$ cat src/design/preemptive_priority_scheduler_core_defines.svh
// ----------------------------------------------------------------------------
// Preemptive priority scheduler assertion macros
// Concurrent check helpers, compiled out when SYNTH is defined.
// ----------------------------------------------------------------------------
`ifndef PREEMPTIVE_PRIORITY_SCHEDULER_CORE_DEFINES_SVH
`define PREEMPTIVE_PRIORITY_SCHEDULER_CORE_DEFINES_SVH

`ifndef SYNTH
// same-cycle implication
`define PPS_ASSERT_IMPL(name, clk, rst, ante, cons, msg) \
   name: assert property (@(posedge clk) disable iff (rst) (ante) |-> (cons)) \
      else $error(msg);
// next-cycle implication
`define PPS_ASSERT_NEXT(name, clk, rst, ante, cons, msg) \
   name: assert property (@(posedge clk) disable iff (rst) (ante) |=> (cons)) \
      else $error(msg);
`else
`define PPS_ASSERT_IMPL(name, clk, rst, ante, cons, msg)
`define PPS_ASSERT_NEXT(name, clk, rst, ante, cons, msg)
`endif

`endif

$ cat src/design/pps_pkg.sv
// ----------------------------------------------------------------------------
// Preemptive priority scheduler package
// Sizes, task table entry, microcode word layout and codes.
// ----------------------------------------------------------------------------
package pps_pkg;

   localparam int MAX_TASKS = 16;
   localparam int SLOT_W    = $clog2(MAX_TASKS);
   localparam int CNT_W     = $clog2(MAX_TASKS + 1);
   localparam int ID_W      = 5;
   localparam int TIME_W    = 32;
   localparam int ARR_W     = 16;
   localparam int BURST_W   = 16;
   localparam int PRIO_W    = 8;

   localparam logic [TIME_W-1:0] TIME_MAX = {TIME_W{1'b1}};

   localparam logic KIND_LOAD = 1'b0;
   localparam logic KIND_TICK = 1'b1;

   typedef struct packed {
      logic [ARR_W-1:0]   arrival;
      logic [BURST_W-1:0] burst;
      logic [BURST_W-1:0] left;
      logic [PRIO_W-1:0]  prio;
   } pps_entry_type;

   // microcode steps
   localparam int STEP_W = 4;
   localparam logic [STEP_W-1:0] STEP_WAIT      = 4'd0;
   localparam logic [STEP_W-1:0] STEP_DISPATCH  = 4'd1;
   localparam logic [STEP_W-1:0] STEP_LOAD      = 4'd2;
   localparam logic [STEP_W-1:0] STEP_SCAN_INIT = 4'd3;
   localparam logic [STEP_W-1:0] STEP_SCAN      = 4'd4;
   localparam logic [STEP_W-1:0] STEP_SELECT    = 4'd5;
   localparam logic [STEP_W-1:0] STEP_RUN       = 4'd6;
   localparam logic [STEP_W-1:0] STEP_WAITCALC  = 4'd7;
   localparam logic [STEP_W-1:0] STEP_IDLE      = 4'd8;
   localparam logic [STEP_W-1:0] STEP_EMIT      = 4'd9;

   // datapath actions
   localparam int ACT_W = 4;
   localparam logic [ACT_W-1:0] ACT_NONE      = 4'd0;
   localparam logic [ACT_W-1:0] ACT_LOAD      = 4'd1;
   localparam logic [ACT_W-1:0] ACT_SCAN_INIT = 4'd2;
   localparam logic [ACT_W-1:0] ACT_SCAN      = 4'd3;
   localparam logic [ACT_W-1:0] ACT_SELECT    = 4'd4;
   localparam logic [ACT_W-1:0] ACT_RUN       = 4'd5;
   localparam logic [ACT_W-1:0] ACT_WAITCALC  = 4'd6;
   localparam logic [ACT_W-1:0] ACT_IDLE      = 4'd7;
   localparam logic [ACT_W-1:0] ACT_EMIT      = 4'd8;

   // jump conditions
   localparam int COND_W = 3;
   localparam logic [COND_W-1:0] COND_NEVER       = 3'd0;
   localparam logic [COND_W-1:0] COND_ALWAYS      = 3'd1;
   localparam logic [COND_W-1:0] COND_NO_REQ      = 3'd2;
   localparam logic [COND_W-1:0] COND_IS_TICK     = 3'd3;
   localparam logic [COND_W-1:0] COND_COUNT_ZERO  = 3'd4;
   localparam logic [COND_W-1:0] COND_MORE        = 3'd5;
   localparam logic [COND_W-1:0] COND_NOT_FOUND   = 3'd6;
   localparam logic [COND_W-1:0] COND_OUT_BLOCKED = 3'd7;

   typedef struct packed {
      logic [ACT_W-1:0]  act;
      logic [COND_W-1:0] cond;
      logic [STEP_W-1:0] target;
      logic              wrap;    // fall through to the wait step
   } pps_ctrl_type;

   typedef struct packed {
      logic no_req;
      logic is_tick;
      logic count_zero;
      logic more;
      logic not_found;
      logic out_blocked;
   } pps_cond_type;

endpackage

$ cat src/design/pps_seq.sv
// ----------------------------------------------------------------------------
// Preemptive priority scheduler sequencer
// Step counter and control store with conditional jumps.
// ----------------------------------------------------------------------------
module pps_seq
   import pps_pkg::*;
(
   input  logic         clock,
   input  logic         reset,
   input  pps_cond_type flags,
   output logic [STEP_W-1:0] step,
   output pps_ctrl_type ctrl
);

   logic [STEP_W-1:0] step_ff;
   logic [STEP_W-1:0] step_in;
   logic              take_jump;

   // control store
   always_comb begin
      unique case (step_ff)
         STEP_WAIT:      ctrl = '{ACT_NONE,      COND_NO_REQ,      STEP_WAIT,      1'b0};
         STEP_DISPATCH:  ctrl = '{ACT_NONE,      COND_IS_TICK,     STEP_SCAN_INIT, 1'b0};
         STEP_LOAD:      ctrl = '{ACT_LOAD,      COND_ALWAYS,      STEP_EMIT,      1'b0};
         STEP_SCAN_INIT: ctrl = '{ACT_SCAN_INIT, COND_COUNT_ZERO,  STEP_IDLE,      1'b0};
         STEP_SCAN:      ctrl = '{ACT_SCAN,      COND_MORE,        STEP_SCAN,      1'b0};
         STEP_SELECT:    ctrl = '{ACT_SELECT,    COND_NOT_FOUND,   STEP_IDLE,      1'b0};
         STEP_RUN:       ctrl = '{ACT_RUN,       COND_NEVER,       STEP_WAIT,      1'b0};
         STEP_WAITCALC:  ctrl = '{ACT_WAITCALC,  COND_ALWAYS,      STEP_EMIT,      1'b0};
         STEP_IDLE:      ctrl = '{ACT_IDLE,      COND_NEVER,       STEP_WAIT,      1'b0};
         STEP_EMIT:      ctrl = '{ACT_EMIT,      COND_OUT_BLOCKED, STEP_EMIT,      1'b1};
         default:        ctrl = '{ACT_NONE,      COND_ALWAYS,      STEP_WAIT,      1'b0};
      endcase
   end

   always_comb begin
      unique case (ctrl.cond)
         COND_NEVER:       take_jump = 1'b0;
         COND_ALWAYS:      take_jump = 1'b1;
         COND_NO_REQ:      take_jump = flags.no_req;
         COND_IS_TICK:     take_jump = flags.is_tick;
         COND_COUNT_ZERO:  take_jump = flags.count_zero;
         COND_MORE:        take_jump = flags.more;
         COND_NOT_FOUND:   take_jump = flags.not_found;
         COND_OUT_BLOCKED: take_jump = flags.out_blocked;
      endcase
   end

   always_comb begin
      priority if (take_jump) begin
         step_in = ctrl.target;
      end else if (ctrl.wrap) begin
         step_in = STEP_WAIT;
      end else begin
         step_in = step_ff + STEP_W'(1);
      end
   end

   always_ff @(posedge clock) begin
      if (reset) begin
         step_ff <= STEP_WAIT;
      end else begin
         step_ff <= step_in;
      end
   end

   assign step = step_ff;

endmodule

$ cat src/design/preemptive_priority_scheduler_core.sv
// ----------------------------------------------------------------------------
// Preemptive priority scheduler core
// Task table with priority pick, one unit of work per tick.
// ----------------------------------------------------------------------------
// Usage:
//   req_* carries one transaction per item: req_kind selects a load (a new
//   task with arrival, burst and priority) or a tick (run one unit of work).
//   rsp_* returns exactly one transaction per item, in order.
//   A transaction moves when valid is high and stall is low.
// Steps:
//   A load passes the dispatch and load steps before its result registers
//   at the emit step. A tick scans the table one slot per cycle through the
//   single read port, then selects and updates the winner and forms the wait.
//   An idle tick skips the scan on an empty table and the update otherwise.
//   The next transaction is taken in the cycle after the result registers;
//   a result may still sit in the output register at that time.
// Reset:
//   Synchronous, active high. Clears task count, done count, time and the
//   output valid. Table contents are not cleared; slots are only read below
//   the task count.
// Stall:
//   While rsp_stall holds a result, the sequencer holds at its emit step and
//   the result register keeps its value.
// ----------------------------------------------------------------------------
`include "preemptive_priority_scheduler_core_defines.svh"

module preemptive_priority_scheduler_core
   import pps_pkg::*;
(
   input  logic               clock,
   input  logic               reset,
   // request channel
   input  logic               req_valid,
   output logic               req_stall,
   input  logic               req_kind,
   input  logic [ARR_W-1:0]   req_arrival,
   input  logic [BURST_W-1:0] req_burst,
   input  logic [PRIO_W-1:0]  req_prio,
   // response channel
   output logic               rsp_valid,
   input  logic               rsp_stall,
   output logic [ID_W-1:0]    rsp_task_id,
   output logic               rsp_load_error,
   output logic               rsp_finished,
   output logic [TIME_W-1:0]  rsp_finish_time,
   output logic [TIME_W-1:0]  rsp_turnaround,
   output logic [TIME_W-1:0]  rsp_waiting,
   output logic               rsp_all_done
);

   // sequencer interface
   pps_cond_type      flags;
   pps_ctrl_type      ctrl;
   logic [STEP_W-1:0] step;

   // latched request
   logic               kind_ff;
   logic [ARR_W-1:0]   arrival_ff;
   logic [BURST_W-1:0] burst_ff;
   logic [PRIO_W-1:0]  prio_ff;
   logic               req_take;

   // task table
   pps_entry_type mem [MAX_TASKS];
   pps_entry_type rd_data_ff;
   logic          mem_we;
   logic [SLOT_W-1:0] mem_waddr;
   pps_entry_type mem_wdata;

   // scheduler state
   logic [CNT_W-1:0]  task_count_ff, task_count_in;
   logic [CNT_W-1:0]  done_count_ff, done_count_in;
   logic [TIME_W-1:0] now_ff, now_in;

   // scan state
   logic [CNT_W-1:0]  idx_ff, idx_in;
   logic              found_ff, found_in;
   logic [SLOT_W-1:0] best_ff, best_in;
   logic [PRIO_W-1:0] best_prio_ff, best_prio_in;

   // pending result
   logic [ID_W-1:0]   res_id_ff, res_id_in;
   logic              res_err_ff, res_err_in;
   logic              res_fin_ff, res_fin_in;
   logic [TIME_W-1:0] res_ft_ff, res_ft_in;
   logic [TIME_W-1:0] res_tat_ff, res_tat_in;
   logic [TIME_W-1:0] res_wt_ff, res_wt_in;

   // output register
   logic              rsp_valid_ff, rsp_valid_in;
   logic [ID_W-1:0]   rsp_id_ff;
   logic              rsp_err_ff;
   logic              rsp_fin_ff;
   logic [TIME_W-1:0] rsp_ft_ff;
   logic [TIME_W-1:0] rsp_tat_ff;
   logic [TIME_W-1:0] rsp_wt_ff;
   logic              rsp_done_ff;
   logic              emit_load;

   // helpers
   logic [CNT_W-1:0]   idx_plus;
   logic [CNT_W-1:0]   count_plus;
   logic [SLOT_W:0]    best_id;
   logic [TIME_W-1:0]  now_next;
   logic [BURST_W-1:0] left_dec;
   logic               table_full;
   logic               runnable;

   pps_seq u_seq (
      .clock (clock),
      .reset (reset),
      .flags (flags),
      .step  (step),
      .ctrl  (ctrl)
   );

   // Accept only at the wait step; one item at a time.
   assign req_stall = (step != STEP_WAIT);
   assign req_take  = req_valid && !req_stall;

   assign idx_plus   = idx_ff + CNT_W'(1);
   assign count_plus = task_count_ff + CNT_W'(1);
   assign best_id    = {1'b0, best_ff} + {{SLOT_W{1'b0}}, 1'b1};
   assign now_next   = (now_ff == TIME_MAX) ? now_ff : now_ff + TIME_W'(1);
   assign left_dec   = rd_data_ff.left - BURST_W'(1);
   assign table_full = (task_count_ff >= CNT_W'(MAX_TASKS));
   // The memory word under evaluation belongs to slot idx_ff.
   assign runnable   = ({{(TIME_W-ARR_W){1'b0}}, rd_data_ff.arrival} <= now_ff)
                       && (rd_data_ff.left != '0);

   assign flags.no_req      = !req_valid;
   assign flags.is_tick     = (kind_ff == KIND_TICK);
   assign flags.count_zero  = (task_count_ff == '0);
   assign flags.more        = (idx_plus < task_count_ff);
   assign flags.not_found   = !found_ff;
   assign flags.out_blocked = rsp_valid_ff && rsp_stall;

   // Datapath driven by the current control word.
   always_comb begin
      task_count_in = task_count_ff;
      done_count_in = done_count_ff;
      now_in        = now_ff;
      idx_in        = idx_ff;
      found_in      = found_ff;
      best_in       = best_ff;
      best_prio_in  = best_prio_ff;
      res_id_in     = res_id_ff;
      res_err_in    = res_err_ff;
      res_fin_in    = res_fin_ff;
      res_ft_in     = res_ft_ff;
      res_tat_in    = res_tat_ff;
      res_wt_in     = res_wt_ff;
      mem_we        = 1'b0;
      mem_waddr     = task_count_ff[SLOT_W-1:0];
      mem_wdata     = '{arrival_ff, burst_ff, burst_ff, prio_ff};

      unique case (ctrl.act)
         ACT_NONE, ACT_EMIT: begin
         end
         ACT_LOAD: begin
            res_fin_in = 1'b0;
            res_ft_in  = '0;
            res_tat_in = '0;
            res_wt_in  = '0;
            if (table_full || (burst_ff == '0)) begin
               // drop: full table or zero burst
               res_err_in = 1'b1;
               res_id_in  = '0;
            end else begin
               res_err_in    = 1'b0;
               res_id_in     = ID_W'(count_plus);
               mem_we        = 1'b1;
               task_count_in = count_plus;
            end
         end
         ACT_SCAN_INIT: begin
            idx_in   = '0;
            found_in = 1'b0;
         end
         ACT_SCAN: begin
            idx_in = idx_plus;
            // strict compare keeps the lowest slot on ties
            if (runnable && (!found_ff || (rd_data_ff.prio < best_prio_ff))) begin
               found_in     = 1'b1;
               best_in      = idx_ff[SLOT_W-1:0];
               best_prio_in = rd_data_ff.prio;
            end
         end
         ACT_SELECT: begin
            // fetch the winner's entry
            idx_in = CNT_W'(best_ff);
         end
         ACT_RUN: begin
            mem_we          = 1'b1;
            mem_waddr       = best_ff;
            mem_wdata       = rd_data_ff;
            mem_wdata.left  = left_dec;
            now_in          = now_next;
            res_id_in       = ID_W'(best_id);
            res_err_in      = 1'b0;
            if (left_dec == '0) begin
               res_fin_in    = 1'b1;
               done_count_in = done_count_ff + CNT_W'(1);
               res_ft_in     = now_next;
               res_tat_in    = now_next - {{(TIME_W-ARR_W){1'b0}}, rd_data_ff.arrival};
            end else begin
               res_fin_in = 1'b0;
               res_ft_in  = '0;
               res_tat_in = '0;
            end
         end
         ACT_WAITCALC: begin
            // waiting saturates at zero once time has saturated
            if (res_fin_ff && (res_tat_ff >= TIME_W'(rd_data_ff.burst))) begin
               res_wt_in = res_tat_ff - TIME_W'(rd_data_ff.burst);
            end else begin
               res_wt_in = '0;
            end
         end
         ACT_IDLE: begin
            now_in     = now_next;
            res_id_in  = '0;
            res_err_in = 1'b0;
            res_fin_in = 1'b0;
            res_ft_in  = '0;
            res_tat_in = '0;
            res_wt_in  = '0;
         end
         default: begin
         end
      endcase
   end

   // Output register loads at the emit step once the slot is free.
   assign emit_load    = (ctrl.act == ACT_EMIT) && !flags.out_blocked;
   assign rsp_valid_in = (rsp_valid_ff && rsp_stall) || emit_load;

   always_ff @(posedge clock) begin
      if (reset) begin
         task_count_ff <= '0;
         done_count_ff <= '0;
         now_ff        <= '0;
         rsp_valid_ff  <= 1'b0;
      end else begin
         task_count_ff <= task_count_in;
         done_count_ff <= done_count_in;
         now_ff        <= now_in;
         rsp_valid_ff  <= rsp_valid_in;
      end
   end

   always_ff @(posedge clock) begin
      idx_ff       <= idx_in;
      found_ff     <= found_in;
      best_ff      <= best_in;
      best_prio_ff <= best_prio_in;
      res_id_ff    <= res_id_in;
      res_err_ff   <= res_err_in;
      res_fin_ff   <= res_fin_in;
      res_ft_ff    <= res_ft_in;
      res_tat_ff   <= res_tat_in;
      res_wt_ff    <= res_wt_in;
   end

   // Capture the request payload on acceptance.
   always_ff @(posedge clock) begin
      if (req_take) begin
         kind_ff    <= req_kind;
         arrival_ff <= req_arrival;
         burst_ff   <= req_burst;
         prio_ff    <= req_prio;
      end
   end

   // Task table: one write port, one registered read port addressed by the
   // next scan index.
   always_ff @(posedge clock) begin
      if (mem_we) begin
         mem[mem_waddr] <= mem_wdata;
      end
      rd_data_ff <= mem[idx_in[SLOT_W-1:0]];
   end

   always_ff @(posedge clock) begin
      if (emit_load) begin
         rsp_id_ff   <= res_id_ff;
         rsp_err_ff  <= res_err_ff;
         rsp_fin_ff  <= res_fin_ff;
         rsp_ft_ff   <= res_ft_ff;
         rsp_tat_ff  <= res_tat_ff;
         rsp_wt_ff   <= res_wt_ff;
         rsp_done_ff <= (done_count_ff == task_count_ff);
      end
   end

   assign rsp_valid       = rsp_valid_ff;
   assign rsp_task_id     = rsp_id_ff;
   assign rsp_load_error  = rsp_err_ff;
   assign rsp_finished    = rsp_fin_ff;
   assign rsp_finish_time = rsp_ft_ff;
   assign rsp_turnaround  = rsp_tat_ff;
   assign rsp_waiting     = rsp_wt_ff;
   assign rsp_all_done    = rsp_done_ff;

   // Checks
   `PPS_ASSERT_IMPL(a_count_bound, clock, reset, 1'b1,
                    task_count_ff <= CNT_W'(MAX_TASKS), "task count above table size")
   `PPS_ASSERT_IMPL(a_done_bound, clock, reset, 1'b1,
                    done_count_ff <= task_count_ff, "more tasks done than loaded")
   `PPS_ASSERT_IMPL(a_fin_has_id, clock, reset, rsp_valid_ff && rsp_fin_ff,
                    (rsp_id_ff != '0) && !rsp_err_ff, "finished result without a task")
   `PPS_ASSERT_NEXT(a_time_mono, clock, reset, !reset,
                    now_ff >= $past(now_ff), "time went backwards")

endmodule
$ cat config.mk
export PLATFORM = sky130hd
export DESIGN_NAME = preemptive_priority_scheduler_core
export DESIGN_NICKNAME = d
export VERILOG_FILES = /design/src/design/pps_pkg.sv /design/src/design/pps_seq.sv /design/src/design/preemptive_priority_scheduler_core.sv
export VERILOG_INCLUDE_DIRS = /design/src /design/src/design
export SDC_FILE = /design/constraint.sdc
export NUM_CORES = 2
export LEC_CHECK = 0
export ABC_AREA = 1
export BUFFER_PORTS_ARGS = -buffer_cell sky130_fd_sc_hd__buf_2
export CAP_MARGIN = 20
export CORE_ASPECT_RATIO = 0.6
export CORE_MARGIN = 4
export CORE_UTILIZATION = 40
export DETAILED_ROUTE_END_ITERATION = 8
export PLACE_DENSITY = 0.6
export SLEW_MARGIN = 15
export SYNTH_ARGS = -nofsm -noshare
export SYNTH_HDL_FRONTEND = slang
export SYNTH_SLANG_ARGS = --single-unit
$ cat constraint.sdc
create_clock -name clock -period 7.1 [get_ports clock]
set_input_delay 0 -clock clock [delete_from_list [all_inputs] [get_ports clock]]
set_output_delay 0 -clock clock [all_outputs]
set_load 0.01 [all_outputs]
## Yosys cells after proc, flatten, opt, wreduce, memory -nomap -nowiden

Memories as Yosys holds them, arrays and structs flattened. A register that Yosys moved wholly into a read port is not among the register bits.
Cells that the tools add are included.

- Output and inout port bits: 106
- Logic and storage cells: 119
- Register bits after elaboration: 313
- ROM bits: 192
- Memories: 2
- Memory bits (writable): 896
- Input port bits: 45

Memories:

| name | words | width | rd ports | clocked after memory_dff | wr ports | RTL line | source |
|---|---|---|---|---|---|---|---|
| mem | 16 | 56 | 1 | 1 | 1 | preemptive_priority_scheduler_core.sv:64 | `pps_entry_type mem [MAX_TASKS];` |
| (name not given) | 16 | 12 | 1 | 1 | 0 | pps_seq.sv:21 | `unique case (step_ff)` |

- Muxes and demuxes: 26
- Equality and inequality tests: 18
- Order comparisons: 5
- Bitwise operators: 1
- $add $sub $neg: 9
- Reduce and logical (&&, ||, !) cells: 31

Operator list:

| operator | number |
|---|---|
| $pmux 32 s2 | 3 |
| $mux 32 | 4 |
| $sub 32x16->32 | 2 |
| $mux 56 | 1 |
| $add 32x1->32 const B | 1 |
| $eq 32x32->1 const B | 1 |
| $ge 32x16->1 | 1 |
| $le 16x32->1 | 1 |
| $logic_not 16->1 | 2 |
| $pmux 5 s3 | 2 |
| $eq 4x3->1 const B | 4 |
| $mux 4 | 4 |
| $reduce_bool 16->1 | 1 |
| $sub 16x1->16 const B | 1 |
| $add 5x1->5 const B | 3 |
| $eq 3x3->1 const B | 4 |
| $eq 4x2->1 const B | 2 |
| $lt 8x8->1 | 1 |
| $pmux 1 s2 | 4 |
| $pmux 1 s8 | 1 |
| $reduce_and 2->1 | 4 |
| $reduce_bool 2->1 | 4 |
| $eq 3x2->1 const B | 2 |
| $logic_and 1x1->1 | 6 |
| 19 further kinds | 31 |

## Depth between registers and ports, before layout

- Depth in word-level cells: 6
- Mapped depth: 26
- Mapped depth without buffers: 25

## Modules after synthesis

Synthesis repeated with hierarchy kept, for this count alone.

- Cell total of the unflattened synthesis: 4891
- Area, all modules: 55120.4 µm²

Modules (own cells, without submodules):

| module | area an instance (µm²) | cells an instance | instances | sequential area each (µm²) |
|---|---|---|---|---|
| preemptive_priority_scheduler_core | 54247.0 | 4766 | 1 | 36835.3 |
| pps_seq | 873.3 | 125 | 1 | 300.3 |

## Least setup slack after synthesis

OpenSTA, ideal clock, no wires.

- Kind: reg-to-reg
- Start: register u_seq.ctrl[0] (netlist name)
- End: register rsp_done_ff, in the netlist rsp_all_done (enable)
- Clock period less this slack: 6285 ps
- Required time: 6499 ps
- Cell stages (with the launch flop): 5
- Path slack: 815 ps
- Path buffers: 0
- Setup time: 601 ps
- Arrival: 5683 ps
- Cell sequence: dfxtp_1 > inv_2 > nor2_1 > nand2_1 > a21oi_1

RTL lines:

| what | RTL line | source |
|---|---|---|
| end signal, assigned | preemptive_priority_scheduler_core.sv:292 | `rsp_done_ff <= (done_count_ff == task_count_ff);` |
| end, declared | preemptive_priority_scheduler_core.sv:97 | `logic rsp_done_ff;` |

## Worst setup path after layout

- Start: register u_seq.ctrl[10] (netlist name)
- End: memory mem[0][34] in the netlist's numbering (enable)

- Word-level cells in the longest chain between the ends: 4
- Elaborated cells on any way between the ends: 6
- Those cells by class: eq/ne: 2; mux: 4

RTL lines:

| what | RTL line | source |
|---|---|---|
| $eq 4x3->1 / $eq 4x1->1 (equally long branches) | preemptive_priority_scheduler_core.sv:157 | `unique case (ctrl.act)` |
| $pmux 1 s2 | preemptive_priority_scheduler_core.sv:157 |  |
| $mux 1 | preemptive_priority_scheduler_core.sv:278 | `if (mem_we) begin` |
| $mux 1 (implied by the code) | preemptive_priority_scheduler_core.sv:279 | `mem[mem_waddr] <= mem_wdata;` |
| end, declared | preemptive_priority_scheduler_core.sv:64 |  |

Several ways; a longest one is shown, not always the timed one.

==> impl_metrics.tcl <==
set metrics [dict create \
    outcome "finished clean" \
    power.share.sequential 0.393 \
    drc 0 \
    setup_viol 0 \
    p_int_w 0.0157 \
    muxShareOfSynthArea 0 \
    netlist.area_leader.share 0.632 \
    crit_type "flop to flop" \
    grt_setup_unrepaired "no" \
    cts_tree "yes" \
    p_leak_nw 23.6 \
    power_density_nw_per_um2 415 \
    cts-root-buf "clkbuf_16" \
    crit_fanout 57 \
    grt_use_total 0.203 \
    switching_power_w 0.0101 \
    row_count 105 \
    core_area_um2 137000 \
    ant_nets 0 \
    drv_slew 0 \
    synthSimpleGateAreaFrac 0.139 \
    fin_setup_tns_ns 0 \
    final_area_um2 62300 \
    io_buffers 150 \
    start_util 0.403 \
    path_clk_slew_ns 0.06 \
    cts-buffers-inserted 111 \
    ir_worst_vdd_v 0.000522 \
    tightestPinTransition_ns 1.24 \
    synthTopCellsByArea "edfxtp_1 (63%), nand2_1 (6.7%), o211ai_1 (6.1%)" \
    finalClockSkew_ns 0.0327 \
    fmax_mhz 215 \
    clock_latency_ns 0.74 \
    cts_buffer_depth 3 \
    ys.flop_type "edfxtp_1" \
    vias 36600 \
    fp.dieH_um 295 \
    synthAdderAreaFrac 0.0175 \
    grt_pass1_wl_um 220000 \
    holdCritPathClass "primary input to flop" \
    async_flop_share 0 \
    clkSinkCount 1276 \
    ys_types 56 \
    crit_arrival_ns 5.00 \
    netlist_area_um2 55100 \
    drive_above_1_share 0.0934 \
    cts_resized 0 \
    via_per_inst 5.22 \
    synthCells 4898 \
    drv_cap 0 \
    syn_nets 5019 \
    timing.final.crit_share 0.656 \
    cp-end-kind "flop" \
    first_iter_violations 4233 \
    finalNetCount 5219 \
    pin_count 151 \
    avgSynthCellArea_um2 11.2 \
    placed_cell_area_um2 57700 \
    required_ns 7.44 \
    place_congestion 0.930 \
    clockPowerShare 0.244 \
    post-route-min-period_ns 4.66 \
    dr.pass1.iters 6 \
    synth_top_cell_by_area "edfxtp_1" \
    hold_viol 0 \
    synth_edf_count 1158 \
    htreeDepth 3 \
    hpwl_um 93300 \
    cp-start-kind "flop" \
    wl_um 149000 \
    grt.overflow.total 0 \
    p_comb_frac 0.363 \
    ys_seq_elements 1276 \
    synth-compound-area-share 0.0884 \
    hold_depth 4 \
    yosys_warnings 0 \
    synthToLayoutAreaGrowth_pct 13.2 \
    cts_hold_buffers 86 \
    swShare 0.392 \
    grt_pass1_vias 33500 \
    synth-xor-area-share 0.00732 \
    hold_ws_ns 0.314 \
    reg2reg_depth 12 \
    relSlewSlack 0.171 \
    antenna_found_initial 7 \
    die-area_um2 144000 \
    post_cts_buffers 0 \
    wl_per_cell_um 21.2 \
    synth_top_family_by_area "simple AND/OR/NAND/NOR gates" \
    grt_max_degree 243 \
    ys_seq_area_frac 0.674 \
    die_w_um 487 \
]
[worst max-delay path, stage by stage (launching register included)]
cell	delay, ns
dfxtp_1	0.50
nand2_4	0.11
nor2_4	0.27
inv_2	0.44
nor2_8	0.52
inv_4	0.25
a21oi_2	0.27
inv_2	0.05
nor2_1	0.21
inv_2	0.08
nor3_2	0.22
buf_4	0.51
buf_4	0.72
[per-layer routing]
layer | global-route usage | vias up | wire length [um]
li1 | - | 17400 | -
met1 | 0.331 | 17600 | 73300
met2 | 0.272 | 1443 | 58400
met3 | 0.0472 | 172 | 14300
met4 | 0.0409 | 4 | 2670
met5 | 0 | - | 23
[Yosys cell counts, drive strengths merged, types with 3 or more instances]
master / instances
nand3b: 8
o211ai: 451
ha: 74
nor4: 12
and3: 3
dfxtp: 118
a21oi: 129
nand2: 980
nand3: 430
nand4: 33
o21bai: 6
and2: 3
nor3: 25
o21ai: 119
or2: 14
buf: 184
a31oi: 5
edfxtp: 1158
nor2: 280
xor2: 36
clkbuf: 37
inv: 762
xnor2: 10
[power by group through the flow]
stage	Combinational, W	Clock, W	Sequential [W]
global route	0.0104	0.00673	0.0102
floorplan	0.00640	0	0.0101
global placement	0.00914	0	0.0103
detailed placement	0.00920	0	0.0103
finish	0.00938	0.00630	0.0102
CTS	0.00929	0.00642	0.0101
[kinds of logic (layout without fill, tap and decap cells)]
family | Yosys count | in the layout
compound gates | 725 | 725
xor+xnor | 46 | 46
fa+ha+maj | 76 | 76
buf+inv | 984 | 1280
flops | 1276 | 1276
other cells | 0 | 2
simple gates | 1791 | 1791
[flip-flops by register name (all words and copies together), names as in the netlist, 5 cells and up]
register and flops:
done_count_ff 5, rsp_waiting 32, idx_ff 5, res_tat_ff 32, arrival_ff 16, res_ft_ff 32
res_id_ff 5, rsp_finish_time 32, now_ff 32, best_prio_ff 8, u_seq.ctrl 11, rd_data_ff 56
burst_ff 16, prio_ff 8, rsp_task_id 5, task_count_ff 5, mem 896, res_wt_ff 32
rsp_turnaround 32
[final timing paths]
| kind | start | to | slack [ns] |
|---|---|---|---|
| max reg2reg | u_seq.ctrl[10] | mem[0][34] | 2.44 |
| min | req_valid | kind_ff | 0.31 |
| min reg2reg | res_wt_ff[10] | rsp_waiting[10] | 0.42 |
| max | u_seq.ctrl[10] | mem[0][34] | 2.44 |
[cell usage in the layout (no fill, tap or decap), drive strengths merged, types with 3 or more instances in the layout]
cell type and n:
xor2 36, nand3b 8, nand4 33, nand3 430, edfxtp 1158, clkinvlp 8
clkinv 30, nor4 12, o21ai 119, o211ai 451, or2 14, dlygate4sd3 86
clkbuf 153, inv 770, dfxtp 118, nor2 280, a31oi 5, nand2 980
buf 222, ha 74, and2 3, and3 3, o21bai 6, bufinv 11
xnor2 10, a21oi 129, nor3 25
[cell type report]
class | instances | area (um2)
fillers | 12500 | 74300
well taps | 1819 | 2280
clock inverters | 56 | 662
diodes | 2 | 5.00
inverters | 763 | 2910
clock buffers | 153 | 3100
multi-input cells | 2638 | 14000
flip-flops and latches | 1276 | 37100
repair buffers | 308 | 2260
[stage by stage]
step | worst slack [ns] | instances | power, W | utilization
final | 2.44 | 7015 | 0.0258 | 0.456
after global routing | 2.11 | 7014 | 0.0273 | 0.456
after CTS | 2.46 | 7010 | 0.0258 | 0.456
after detailed placement | 2.48 | 6715 | 0.0195 | 0.422
after global placement | 2.54 | 6712 | 0.0194 | 0.422
after floorplan | 0.815 | 4898 | 0.0165 | -
Power figures use the tool's default switching activity.
